File: config.mk
export PLATFORM = sky130hd
export DESIGN_NAME = uart_line_receive_fifo
export DESIGN_NICKNAME = d
export VERILOG_FILES = /design/src/rtl/ulrf_pkg.sv /design/src/rtl/uart_line_receive_fifo.sv
export VERILOG_INCLUDE_DIRS = /design/src /design/src/rtl
export SDC_FILE = /design/constraint.sdc
export NUM_CORES = 2
export LEC_CHECK = 0
export BUFFER_PORTS_ARGS = -buffer_cell sky130_fd_sc_hd__buf_4
export CORE_MARGIN = 2
export CORE_UTILIZATION = 45
export CTS_BUF_LIST = sky130_fd_sc_hd__clkbuf_4 sky130_fd_sc_hd__clkbuf_8
export DETAILED_ROUTE_END_ITERATION = 10
export HOLD_SLACK_MARGIN = 0.03
export SLEW_MARGIN = 10
export SYNTH_ARGS = -nofsm -noshare
export SYNTH_HDL_FRONTEND = slang
export SYNTH_SLANG_ARGS = --single-unit
File: constraint.sdc
create_clock -name clk -period 5.71 [get_ports clk]
set_clock_uncertainty 0.1 [all_clocks]
set_input_delay 0.8565 -clock clk [delete_from_list [all_inputs] [get_ports clk]]
set_output_delay 0.8565 -clock clk [all_outputs]
set_load 0.005 [all_outputs]
File: src/rtl/uart_line_receive_fifo_macros.svh
// -----------------------------------------------------------------------------
// uart_line_receive_fifo macros
// Assertion macros shared by the receive FIFO RTL.
// -----------------------------------------------------------------------------
`ifndef UART_LINE_RECEIVE_FIFO_MACROS_SVH
`define UART_LINE_RECEIVE_FIFO_MACROS_SVH

`ifndef NO_ASSERTIONS

// Property that must hold at every clock edge out of reset.
`define ULRF_ASSERT(label, expr, msg) \
	label: assert property (@(posedge clk) disable iff (!arst_n) (expr)) \
		else $error(msg);

// Condition in this cycle implies a condition in the next cycle.
`define ULRF_ASSERT_NEXT(label, pre, post, msg) \
	label: assert property (@(posedge clk) disable iff (!arst_n) (pre) |=> (post)) \
		else $error(msg);

`else

`define ULRF_ASSERT(label, expr, msg)
`define ULRF_ASSERT_NEXT(label, pre, post, msg)

`endif

`endif

File: src/rtl/ulrf_pkg.sv
// -----------------------------------------------------------------------------
// ulrf_pkg
// Constants, command codes and stage types of the line receive FIFO.
// -----------------------------------------------------------------------------
package ulrf_pkg;

	localparam int FIFO_CAPACITY = 255;
	localparam int LINE_LIMIT    = 255;
	localparam int ADDR_W        = $clog2(FIFO_CAPACITY);

	localparam logic [7:0] CHAR_CR   = 8'h0D;
	localparam logic [7:0] CHAR_LF   = 8'h0A;
	localparam logic [7:0] PRINT_MIN = 8'h19;

	localparam logic [7:0] CAP8   = 8'(FIFO_CAPACITY);
	localparam logic [7:0] LIMIT8 = 8'(LINE_LIMIT);

	typedef enum logic [1:0] {
		CMD_RECEIVE = 2'd0,
		CMD_POP     = 2'd1,
		CMD_FLUSH   = 2'd2
	} cmd_t;

	// what the store stage hands to the line stage
	typedef struct packed {
		logic       pop_ok;
		logic       pop_empty;
		logic       cr_stored;
		logic       clear;
		logic       ovf;
		logic [7:0] fill;
	} stage_t;

	typedef struct packed {
		logic [7:0] popped_byte;
		logic       popped_valid;
		logic       pop_was_empty;
		logic       overflow_flush;
		logic [7:0] fill_level;
		logic       byte_ready;
		logic [7:0] lines_pending;
		logic       line_ready;
		logic       kept_in_line;
		logic       line_done;
		logic [7:0] line_length;
	} result_t;

endpackage

File: src/rtl/uart_line_receive_fifo.sv
// -----------------------------------------------------------------------------
// uart_line_receive_fifo
// Receive byte FIFO with pending line count and pop-side line assembler.
// -----------------------------------------------------------------------------
// One word in, one result word out, at a sustained rate of one word per clock while out_stall is low.
// A word passes two register stages: the first updates the ring pointers
// and fill count and reads the oldest byte from the 255-byte store (registered
// read); the second applies the popped byte to the line count and line
// assembler and loads the result register. out_valid rises when the word
// moves from stage 1 into the result register, which can wait on out_stall;
// the extra stage is set by the store's registered read port. Line feeds are
// dropped on receive; a receive that brings the fill level to capacity flushes
// everything and flags overflow_flush. Popping an empty FIFO changes nothing
// and returns pop_was_empty. Command code 3 is a no-op that still reports
// status. The store is not cleared after reset; only written slots are read.
// in_stall follows out_stall only while both stages are full.
// -----------------------------------------------------------------------------
`include "uart_line_receive_fifo_macros.svh"

module uart_line_receive_fifo (
	input  logic                 clk,
	input  logic                 arst_n,
	// input channel
	input  logic                 in_valid,
	output logic                 in_stall,
	input  logic [1:0]           command,
	input  logic [7:0]           rx_byte,
	// result channel
	output logic                 out_valid,
	input  logic                 out_stall,
	output logic [7:0]           popped_byte,
	output logic                 popped_valid,
	output logic                 pop_was_empty,
	output logic                 overflow_flush,
	output logic [7:0]           fill_level,
	output logic                 byte_ready,
	output logic [7:0]           lines_pending,
	output logic                 line_ready,
	output logic                 kept_in_line,
	output logic                 line_done,
	output logic [7:0]           line_length
);

	import ulrf_pkg::*;

	// ring buffer storage, no reset
	logic [7:0] byte_store [FIFO_CAPACITY];

	// store-side state
	logic [ADDR_W-1:0] head_q;
	logic [7:0]        fill_q;

	// line-side state, advanced in word order at the second stage
	logic [7:0] line_count_q;
	logic [7:0] line_pos_q;

	// stage 1 and result register
	logic        s1_valid_q;
	stage_t      s1_info_s1;
	logic [7:0]  rd_data_s1;
	logic        out_valid_q;
	result_t     res_q;

	logic in_acc;
	logic s1_adv;

	// ---------------------------------------------------------------
	// Handshake: the result register frees when empty or taken; stage 1
	// moves forward with it and takes a new word in the same cycle.
	// ---------------------------------------------------------------
	assign s1_adv   = s1_valid_q && (!out_valid_q || !out_stall);
	assign in_stall = s1_valid_q && out_valid_q && out_stall;
	assign in_acc   = in_valid && !in_stall;

	// ---------------------------------------------------------------
	// Stage 0: command decode, pointers, fill count.
	// ---------------------------------------------------------------
	logic              is_rcv, is_pop, is_flush;
	logic              store_en, pop_ok, ovf;
	logic [7:0]        fill_inc;
	logic [8:0]        slot_sum;
	logic [ADDR_W-1:0] wr_addr;
	logic [ADDR_W-1:0] head_inc;
	logic [ADDR_W-1:0] head_nxt;
	logic [7:0]        fill_nxt;
	stage_t            s0_info;

	always_comb begin
		is_rcv   = 1'b0;
		is_pop   = 1'b0;
		is_flush = 1'b0;
		unique case (command)
			CMD_RECEIVE: is_rcv   = 1'b1;
			CMD_POP:     is_pop   = 1'b1;
			CMD_FLUSH:   is_flush = 1'b1;
			default:     ;
		endcase
	end

	always_comb begin
		store_en = is_rcv && (fill_q < CAP8) && (rx_byte != CHAR_LF);
		fill_inc = fill_q + 8'(store_en);
		ovf      = is_rcv && (fill_inc >= CAP8);
		pop_ok   = is_pop && (fill_q != 8'd0);

		// write slot is head + fill, wrapped once
		slot_sum = 9'(head_q) + 9'(fill_q);
		if (slot_sum >= 9'(FIFO_CAPACITY)) begin
			slot_sum = slot_sum - 9'(FIFO_CAPACITY);
		end
		wr_addr = ADDR_W'(slot_sum);

		if (9'(head_q) + 9'd1 >= 9'(FIFO_CAPACITY)) begin
			head_inc = '0;
		end else begin
			head_inc = head_q + ADDR_W'(1);
		end

		head_nxt = head_q;
		fill_nxt = fill_q;
		if (ovf || is_flush) begin
			head_nxt = '0;
			fill_nxt = 8'd0;
		end else if (store_en) begin
			fill_nxt = fill_inc;
		end else if (pop_ok) begin
			head_nxt = head_inc;
			fill_nxt = fill_q - 8'd1;
		end

		s0_info.pop_ok    = pop_ok;
		s0_info.pop_empty = is_pop && (fill_q == 8'd0);
		s0_info.cr_stored = store_en && (rx_byte == CHAR_CR);
		s0_info.clear     = ovf || is_flush;
		s0_info.ovf       = ovf;
		s0_info.fill      = fill_nxt;
	end

	always_ff @(posedge clk or negedge arst_n) begin
		if (!arst_n) begin
			head_q     <= '0;
			fill_q     <= 8'd0;
			s1_valid_q <= 1'b0;
		end else begin
			if (in_acc) begin
				head_q <= head_nxt;
				fill_q <= fill_nxt;
			end
			if (in_acc) begin
				s1_valid_q <= 1'b1;
			end else if (s1_adv) begin
				s1_valid_q <= 1'b0;
			end
		end
	end

	// Store write and registered read of the oldest byte. A pop and a
	// write never share an edge, so the read sees every earlier write.
	always_ff @(posedge clk) begin
		if (in_acc && store_en) begin
			byte_store[wr_addr] <= rx_byte;
		end
		if (in_acc) begin
			rd_data_s1 <= byte_store[head_q];
			s1_info_s1 <= s0_info;
		end
	end

	// ---------------------------------------------------------------
	// Stage 1: line count and line assembler on the popped byte.
	// ---------------------------------------------------------------
	logic [7:0] pbyte;
	logic       is_cr, kept;
	logic [7:0] lpos_inc;
	logic [7:0] lcount_nxt;
	logic [7:0] lpos_nxt;
	result_t    res_nxt;

	always_comb begin
		pbyte    = s1_info_s1.pop_ok ? rd_data_s1 : 8'd0;
		is_cr    = s1_info_s1.pop_ok && (pbyte == CHAR_CR);
		kept     = s1_info_s1.pop_ok && (pbyte > PRINT_MIN) && (line_pos_q < LIMIT8);
		lpos_inc = line_pos_q + 8'(kept);

		if (s1_info_s1.clear) begin
			lcount_nxt = 8'd0;
		end else if (s1_info_s1.cr_stored) begin
			lcount_nxt = line_count_q + 8'd1;
		end else if (is_cr && (line_count_q != 8'd0)) begin
			lcount_nxt = line_count_q - 8'd1;
		end else begin
			lcount_nxt = line_count_q;
		end

		if (s1_info_s1.clear || is_cr) begin
			lpos_nxt = 8'd0;
		end else begin
			lpos_nxt = lpos_inc;
		end

		res_nxt.popped_byte    = pbyte;
		res_nxt.popped_valid   = s1_info_s1.pop_ok;
		res_nxt.pop_was_empty  = s1_info_s1.pop_empty;
		res_nxt.overflow_flush = s1_info_s1.ovf;
		res_nxt.fill_level     = s1_info_s1.fill;
		res_nxt.byte_ready     = (s1_info_s1.fill != 8'd0);
		res_nxt.lines_pending  = lcount_nxt;
		res_nxt.line_ready     = (lcount_nxt != 8'd0);
		res_nxt.kept_in_line   = kept;
		res_nxt.line_done      = is_cr;
		res_nxt.line_length    = s1_info_s1.clear ? 8'd0 : lpos_inc;
	end

	always_ff @(posedge clk or negedge arst_n) begin
		if (!arst_n) begin
			line_count_q <= 8'd0;
			line_pos_q   <= 8'd0;
			out_valid_q  <= 1'b0;
		end else begin
			if (s1_adv) begin
				line_count_q <= lcount_nxt;
				line_pos_q   <= lpos_nxt;
				out_valid_q  <= 1'b1;
			end else if (!out_stall) begin
				out_valid_q  <= 1'b0;
			end
		end
	end

	always_ff @(posedge clk) begin
		if (s1_adv) begin
			res_q <= res_nxt;
		end
	end

	assign out_valid      = out_valid_q;
	assign popped_byte    = res_q.popped_byte;
	assign popped_valid   = res_q.popped_valid;
	assign pop_was_empty  = res_q.pop_was_empty;
	assign overflow_flush = res_q.overflow_flush;
	assign fill_level     = res_q.fill_level;
	assign byte_ready     = res_q.byte_ready;
	assign lines_pending  = res_q.lines_pending;
	assign line_ready     = res_q.line_ready;
	assign kept_in_line   = res_q.kept_in_line;
	assign line_done      = res_q.line_done;
	assign line_length    = res_q.line_length;

	// ---------------------------------------------------------------
	// Assertions
	// ---------------------------------------------------------------
	`ULRF_ASSERT(a_fill_below_cap, fill_q < CAP8, "fill count reached capacity at rest")
	`ULRF_ASSERT(a_line_pos_limit, line_pos_q <= LIMIT8, "line position beyond limit")
	`ULRF_ASSERT_NEXT(a_ovf_clears, in_acc && ovf, (fill_q == 8'd0) && (head_q == '0), "overflow did not flush the FIFO")
	`ULRF_ASSERT(a_done_is_cr, !(out_valid && line_done) || (popped_valid && popped_byte == CHAR_CR), "line end without popped carriage return")
	`ULRF_ASSERT(a_stall_needs_s1, !in_stall || s1_valid_q, "input stalled with stage 1 empty")

endmodule

==> report_table.html <==
<table>
<tr><th>Metric</th><th>Value</th></tr>
<tr><th colspan="2">Worst setup path</th></tr>
<tr><td>Buf/Inv on CP</td><td>2</td></tr>
<tr><td>Master of the slowest instance on the critical path</td><td>sky130_fd_sc_hd__fa_1</td></tr>
<tr><td>Cell class contributing the biggest share of worst-path delay</td><td>simple AND/OR/NAND/NOR gates</td></tr>
<tr><td>Required arrival time at the worst endpoint</td><td>roughly 6.4 ns</td></tr>
<tr><td>Crit path kind</td><td>register to register</td></tr>
<tr><td>Element type at the critical path start</td><td>register</td></tr>
<tr><td>Worst Setup End Kind</td><td>register</td></tr>
<tr><td>Largest incremental delay on the critical path</td><td>0.67 ns</td></tr>
<tr><td>Max Fanout on Critical Path</td><td>9</td></tr>
<tr><td>Critical-path cell list</td><td>ha_1 -&gt; fa_1 -&gt; ha_1 -&gt; nand2b_1 -&gt; or4_1 -&gt; a211o_1 -&gt; nor4_1 -&gt; a31oi_1 -&gt; o22ai_1 -&gt; nand2_1 -&gt; buf_4 -&gt; nor2_1 -&gt; buf_4</td></tr>
<tr><td>Data arrival time of the critical path</td><td>5.95 ns</td></tr>
<tr><th colspan="2">Synth</th></tr>
<tr><td>Post-synthesis mux area share</td><td>roughly 15%</td></tr>
<tr><td>Post-synth ARST share</td><td>~1.6%</td></tr>
<tr><td>Library cells used by synthesis</td><td>85</td></tr>
<tr><td>Area share of and/or/nand/nor cells after synthesis</td><td>3.61%</td></tr>
<tr><td>Register bit total from synthesis</td><td>2,134</td></tr>
<tr><td>Synth Area in Adders</td><td>less than 1%</td></tr>
<tr><td>Top flip-flop cell by instance count after synthesis</td><td>sky130_fd_sc_hd__edfxtp_1</td></tr>
<tr><td>Number of nets produced by synthesis</td><td>4,325</td></tr>
<tr><td>Number of synthesized flops with an enable pin</td><td>2,100</td></tr>
<tr><td>Number of warnings issued by yosys</td><td>0</td></tr>
<tr><td>Instance count of the mapped netlist</td><td>4,289</td></tr>
<tr><td>Synthesized-area fraction occupied by ao, oa, aoi and oai cells</td><td>roughly 3.9%</td></tr>
<tr><td>Proportion of synthesized chip area in sequential cells</td><td>75.4%</td></tr>
<tr><td>Mapped Area</td><td>between 0.08 and 0.09 sq mm</td></tr>
<tr><td>Largest family of logic cells by synthesized area</td><td>multiplexers</td></tr>
<tr><td>Synthesized-area fraction occupied by xor and xnor cells</td><td>less than 1%</td></tr>
<tr><td>Post-synthesis average cell area</td><td>19.8 sq um</td></tr>
<tr><th colspan="2">STA</th></tr>
<tr><td>Count of endpoints failing setup in the final report</td><td>0</td></tr>
<tr><td>Slew @ Worst Pin</td><td>1.27 ns</td></tr>
<tr><td>Shortest clock period the worst path allows after layout</td><td>5.28 ns</td></tr>
<tr><td>Period utilization</td><td>between 90 and 100%</td></tr>
<tr><td>Number of failing hold endpoints at the final stage</td><td>0</td></tr>
<tr><td>Max-slew violations</td><td>0</td></tr>
<tr><td>Maximum operating frequency</td><td>189 MHz</td></tr>
<tr><td>Max-Slew Margin vs Limit</td><td>15.0%</td></tr>
<tr><td>RSZ-0062 raised after global routing</td><td>false</td></tr>
<tr><td>Total Neg Setup Slack</td><td>0 ns</td></tr>
<tr><th colspan="2">Detailed routing</th></tr>
<tr><td>Average wire per standard cell</td><td>30.7 microns</td></tr>
<tr><td>Detailed-route DRC error count</td><td>0</td></tr>
<tr><td>Via count</td><td>about 45k</td></tr>
<tr><td>Routed Wire Length</td><td>232 mm</td></tr>
<tr><td>1st-pass router iterations</td><td>6</td></tr>
<tr><td>ANT nets after route</td><td>0</td></tr>
<tr><td>Via density per instance</td><td>6.01</td></tr>
<tr><td>First DRT Iteration DRCs</td><td>6,209</td></tr>
<tr><th colspan="2">Floorplan</th></tr>
<tr><td>Full die area</td><td>0.192 sq mm</td></tr>
<tr><td>Boundary pin count</td><td>55</td></tr>
<tr><td>Starting utilization of the core area</td><td>45.2%</td></tr>
<tr><td>Chip width</td><td>~440 microns</td></tr>
<tr><td>Number of placement rows</td><td>159</td></tr>
<tr><td>Vertical extent of the die</td><td>438 microns</td></tr>
<tr><td>CORE AREA</td><td>0.187 sq mm</td></tr>
<tr><th colspan="2">Global route</th></tr>
<tr><td>Number of global-route vias before repair</td><td>45.0k</td></tr>
<tr><td>Total routing resource utilization after global routing</td><td>24.1%</td></tr>
<tr><td>Most crowded layer after global routing</td><td>met2</td></tr>
<tr><td>Global routing usage on met2</td><td>36.6%</td></tr>
<tr><td>Number of antenna violations at the first check in global routing</td><td>8</td></tr>
<tr><td>Met3 global-route usage</td><td>5.39%</td></tr>
<tr><td>First-pass GRT wire length</td><td>330 mm</td></tr>
<tr><td>Fraction of met1 tracks used by global routing</td><td>between 30% and 40%</td></tr>
<tr><td>Total congestion overflow</td><td>0</td></tr>
<tr><td>Maximum number of pins on one net before global-route repair</td><td>175</td></tr>
<tr><th colspan="2">Clock network</th></tr>
<tr><td>CTS Root Buffer Type</td><td>sky130_fd_sc_hd__clkbuf_8</td></tr>
<tr><td>Clock tree from TritonCTS</td><td>built</td></tr>
<tr><td>Maximum count of clock buffers along a single path</td><td>4</td></tr>
<tr><td>Number of clock buffers inserted by TritonCTS</td><td>349</td></tr>
<tr><td>Setup fix buffers added after clock tree synthesis</td><td>0</td></tr>
<tr><td>TritonCTS Sinks</td><td>2,134</td></tr>
<tr><td>H-Tree Level Count</td><td>5</td></tr>
<tr><td>Reg clk slew, reported paths</td><td>roughly 0.060 ns</td></tr>
<tr><td>Insertion delay of the later-clocked pin in the worst-skew pair</td><td>1.08 ns</td></tr>
<tr><th colspan="2">Power</th></tr>
<tr><td>PwrDens</td><td>roughly 430 mW/mm^2</td></tr>
<tr><td>Leak Pwr</td><td>31.1 nW</td></tr>
<tr><td>Maximum vdd ir drop</td><td>0.367 mV</td></tr>
<tr><th colspan="2">Cells and area</th></tr>
<tr><td>Share of layout cells above drive strength 1</td><td>28.4%</td></tr>
<tr><td>Number of filler cells placed in the layout</td><td>14.9k</td></tr>
<tr><td>Nets@finish</td><td>4,857</td></tr>
<tr><td>Largest register by flop count</td><td>byte_store</td></tr>
<tr><td>Area Growth Syn to Fin</td><td>14.2%</td></tr>
<tr><td>Most common cell after layout, fill and taps aside</td><td>sky130_fd_sc_hd__edfxtp_1</td></tr>
<tr><td>Most frequent cells in the layout</td><td>sky130_fd_sc_hd__edfxtp_1 (2,100), sky130_fd_sc_hd__mux4_2 (459), sky130_fd_sc_hd__buf_4 (395)</td></tr>
<tr><td>Final std cell area, no fill</td><td>0.0968 sq mm</td></tr>
<tr><td>Post-Layout Cell Count</td><td>7,561</td></tr>
<tr><td>Largest register FFs</td><td>2,040</td></tr>
<tr><th colspan="2">Run</th></tr>
<tr><td>Max-capacitance violation count</td><td>0</td></tr>
<tr><th colspan="2">Placed design</th></tr>
<tr><td>Total cell area at the placement stage</td><td>~0.09 sq mm</td></tr>
<tr><td>Sum of net half-perimeters after detailed placement</td><td>142 mm</td></tr>
<tr><td>Routability congestion estimate</td><td>0.886</td></tr>
<tr><td>Count of port buffers added during placement</td><td>54</td></tr>
<tr><td>Number of cells in the design after placement</td><td>6,957</td></tr>
<tr><th colspan="2">Run status</th></tr>
<tr><td>Status</td><td>finished clean</td></tr>
<tr><th colspan="2">Worst hold path</th></tr>
<tr><td>Worst min-delay path category</td><td>input pin to register</td></tr>
</table>
layout make-up:
type	instances	area [sq um]	share of cell area (%)
flip-flops and latches	2134	63900	66.0
multi-input cells	1881	19600	20.3
clock buffers	471	5800	5.99
repair buffers	432	3580	3.69
well taps	2495	3120	3.23
clock inverters	122	624	0.645
inverters	23	95.1	0.0982
diodes	3	7.51	0.00776
tightest hold or removal path: cells and delay by family:
family	cells	cell delay (ns)
buf+inv	2	0.20
simple gates	1	0.07
path summary, 6_finish.rpt:
path | start | end | slack, ns | cells past startpoint
max | head_q[0] | byte_store[19][7] | 0.43 | 13
min | command[0] | res_nxt[29] | 0.15 | 3
max reg2reg | head_q[0] | byte_store[19][7] | 0.43 | 13
min reg2reg | res_nxt[29] | pop_was_empty | 0.32 | 0
max in group asynchronous | arst_n | head_q[3] | 4.85 | 2
min in group asynchronous | arst_n | head_q[4] | 0.21 | 2
where the power goes:
part | total (W) | switching, W | internal [W]
sequential | 0.0176 | 0.000170 | 0.0174
combinational | 0.0118 | 0.00711 | 0.00466
clock | 0.0126 | 0.00588 | 0.00672
cells in the mapped netlist, types with 7 or more instances:
| cell type | instances | area, sq um |
|---|---|---|
| sky130_fd_sc_hd__a211oi_1 | 11 | 82.6 |
| sky130_fd_sc_hd__a21o_1 | 7 | 52.6 |
| sky130_fd_sc_hd__a21oi_1 | 77 | 385 |
| sky130_fd_sc_hd__a221oi_1 | 16 | 140 |
| sky130_fd_sc_hd__a22o_1 | 15 | 131 |
| sky130_fd_sc_hd__a22oi_1 | 22 | 165 |
| sky130_fd_sc_hd__a31oi_1 | 12 | 75.1 |
| sky130_fd_sc_hd__and2_1 | 18 | 113 |
| sky130_fd_sc_hd__and3_1 | 7 | 43.8 |
| sky130_fd_sc_hd__buf_1 | 14 | 52.6 |
| sky130_fd_sc_hd__buf_2 | 81 | 405 |
| sky130_fd_sc_hd__buf_4 | 30 | 225 |
| sky130_fd_sc_hd__clkbuf_1 | 125 | 469 |
| sky130_fd_sc_hd__dfrtp_1 | 34 | 851 |
| sky130_fd_sc_hd__edfxtp_1 | 2100 | 63100 |
| sky130_fd_sc_hd__ha_1 | 21 | 263 |
| sky130_fd_sc_hd__inv_1 | 22 | 82.6 |
| sky130_fd_sc_hd__mux2_2 | 10 | 113 |
| sky130_fd_sc_hd__mux2i_1 | 227 | 2270 |
| sky130_fd_sc_hd__mux4_2 | 459 | 10300 |
| sky130_fd_sc_hd__nand2_1 | 127 | 477 |
| sky130_fd_sc_hd__nand2b_1 | 16 | 100 |
| sky130_fd_sc_hd__nand3_1 | 53 | 265 |
| sky130_fd_sc_hd__nand4_1 | 10 | 62.6 |
| sky130_fd_sc_hd__nor2_1 | 306 | 1150 |
| sky130_fd_sc_hd__nor2b_1 | 10 | 62.6 |
| sky130_fd_sc_hd__nor3_1 | 91 | 455 |
| sky130_fd_sc_hd__nor4_1 | 11 | 68.8 |
| sky130_fd_sc_hd__o211ai_1 | 12 | 90.1 |
| sky130_fd_sc_hd__o21ai_0 | 61 | 305 |
| sky130_fd_sc_hd__o221ai_1 | 89 | 780 |
| sky130_fd_sc_hd__o22ai_1 | 56 | 350 |
| sky130_fd_sc_hd__o31ai_1 | 12 | 90.1 |
| sky130_fd_sc_hd__xnor2_1 | 16 | 140 |
| sky130_fd_sc_hd__xor2_1 | 13 | 114 |
per-stage QoR:
step           utilization (%)  setup WS [ns]  power, W  hold slack [ns]
2_1_floorplan                -           1.21    0.0252            0.300
3_3_place_gp              48.2         -0.347    0.0296            0.310
4_1_cts                   51.6          0.495    0.0422           0.0507
3_5_place_dp              48.2          0.528    0.0296            0.310
6_report                  51.7          0.426    0.0420            0.152
5_1_grt                   51.7          0.193    0.0434            0.113
routing by layer:
| layer | part of all wire (%) | vias up |
|---|---|---|
| met5 | 0.015 | - |
| met4 | 3.2 | 6 |
| met3 | 9.8 | 412 |
| met2 | 46 | 2383 |
| met1 | 41 | 23800 |
| li1 | - | 18900 |
cells by family (layout without fill, tap and decap cells):
group / after synthesis / count (layout)
xor+xnor: 29 / 29
fa+ha+maj: 22 / 22
simple gates: 683 / 683
other cells: 0 / 3
compound gates: 451 / 451
mux: 696 / 696
buf+inv: 274 / 1048
flops: 2134 / 2134
repair_timing:
action | in CTS | in global routing
gates resized for setup | 0 | 0
hold buffers | 8 | 0
hold endpoints to repair | 66 | 0
Power figures use the tool's default switching activity.
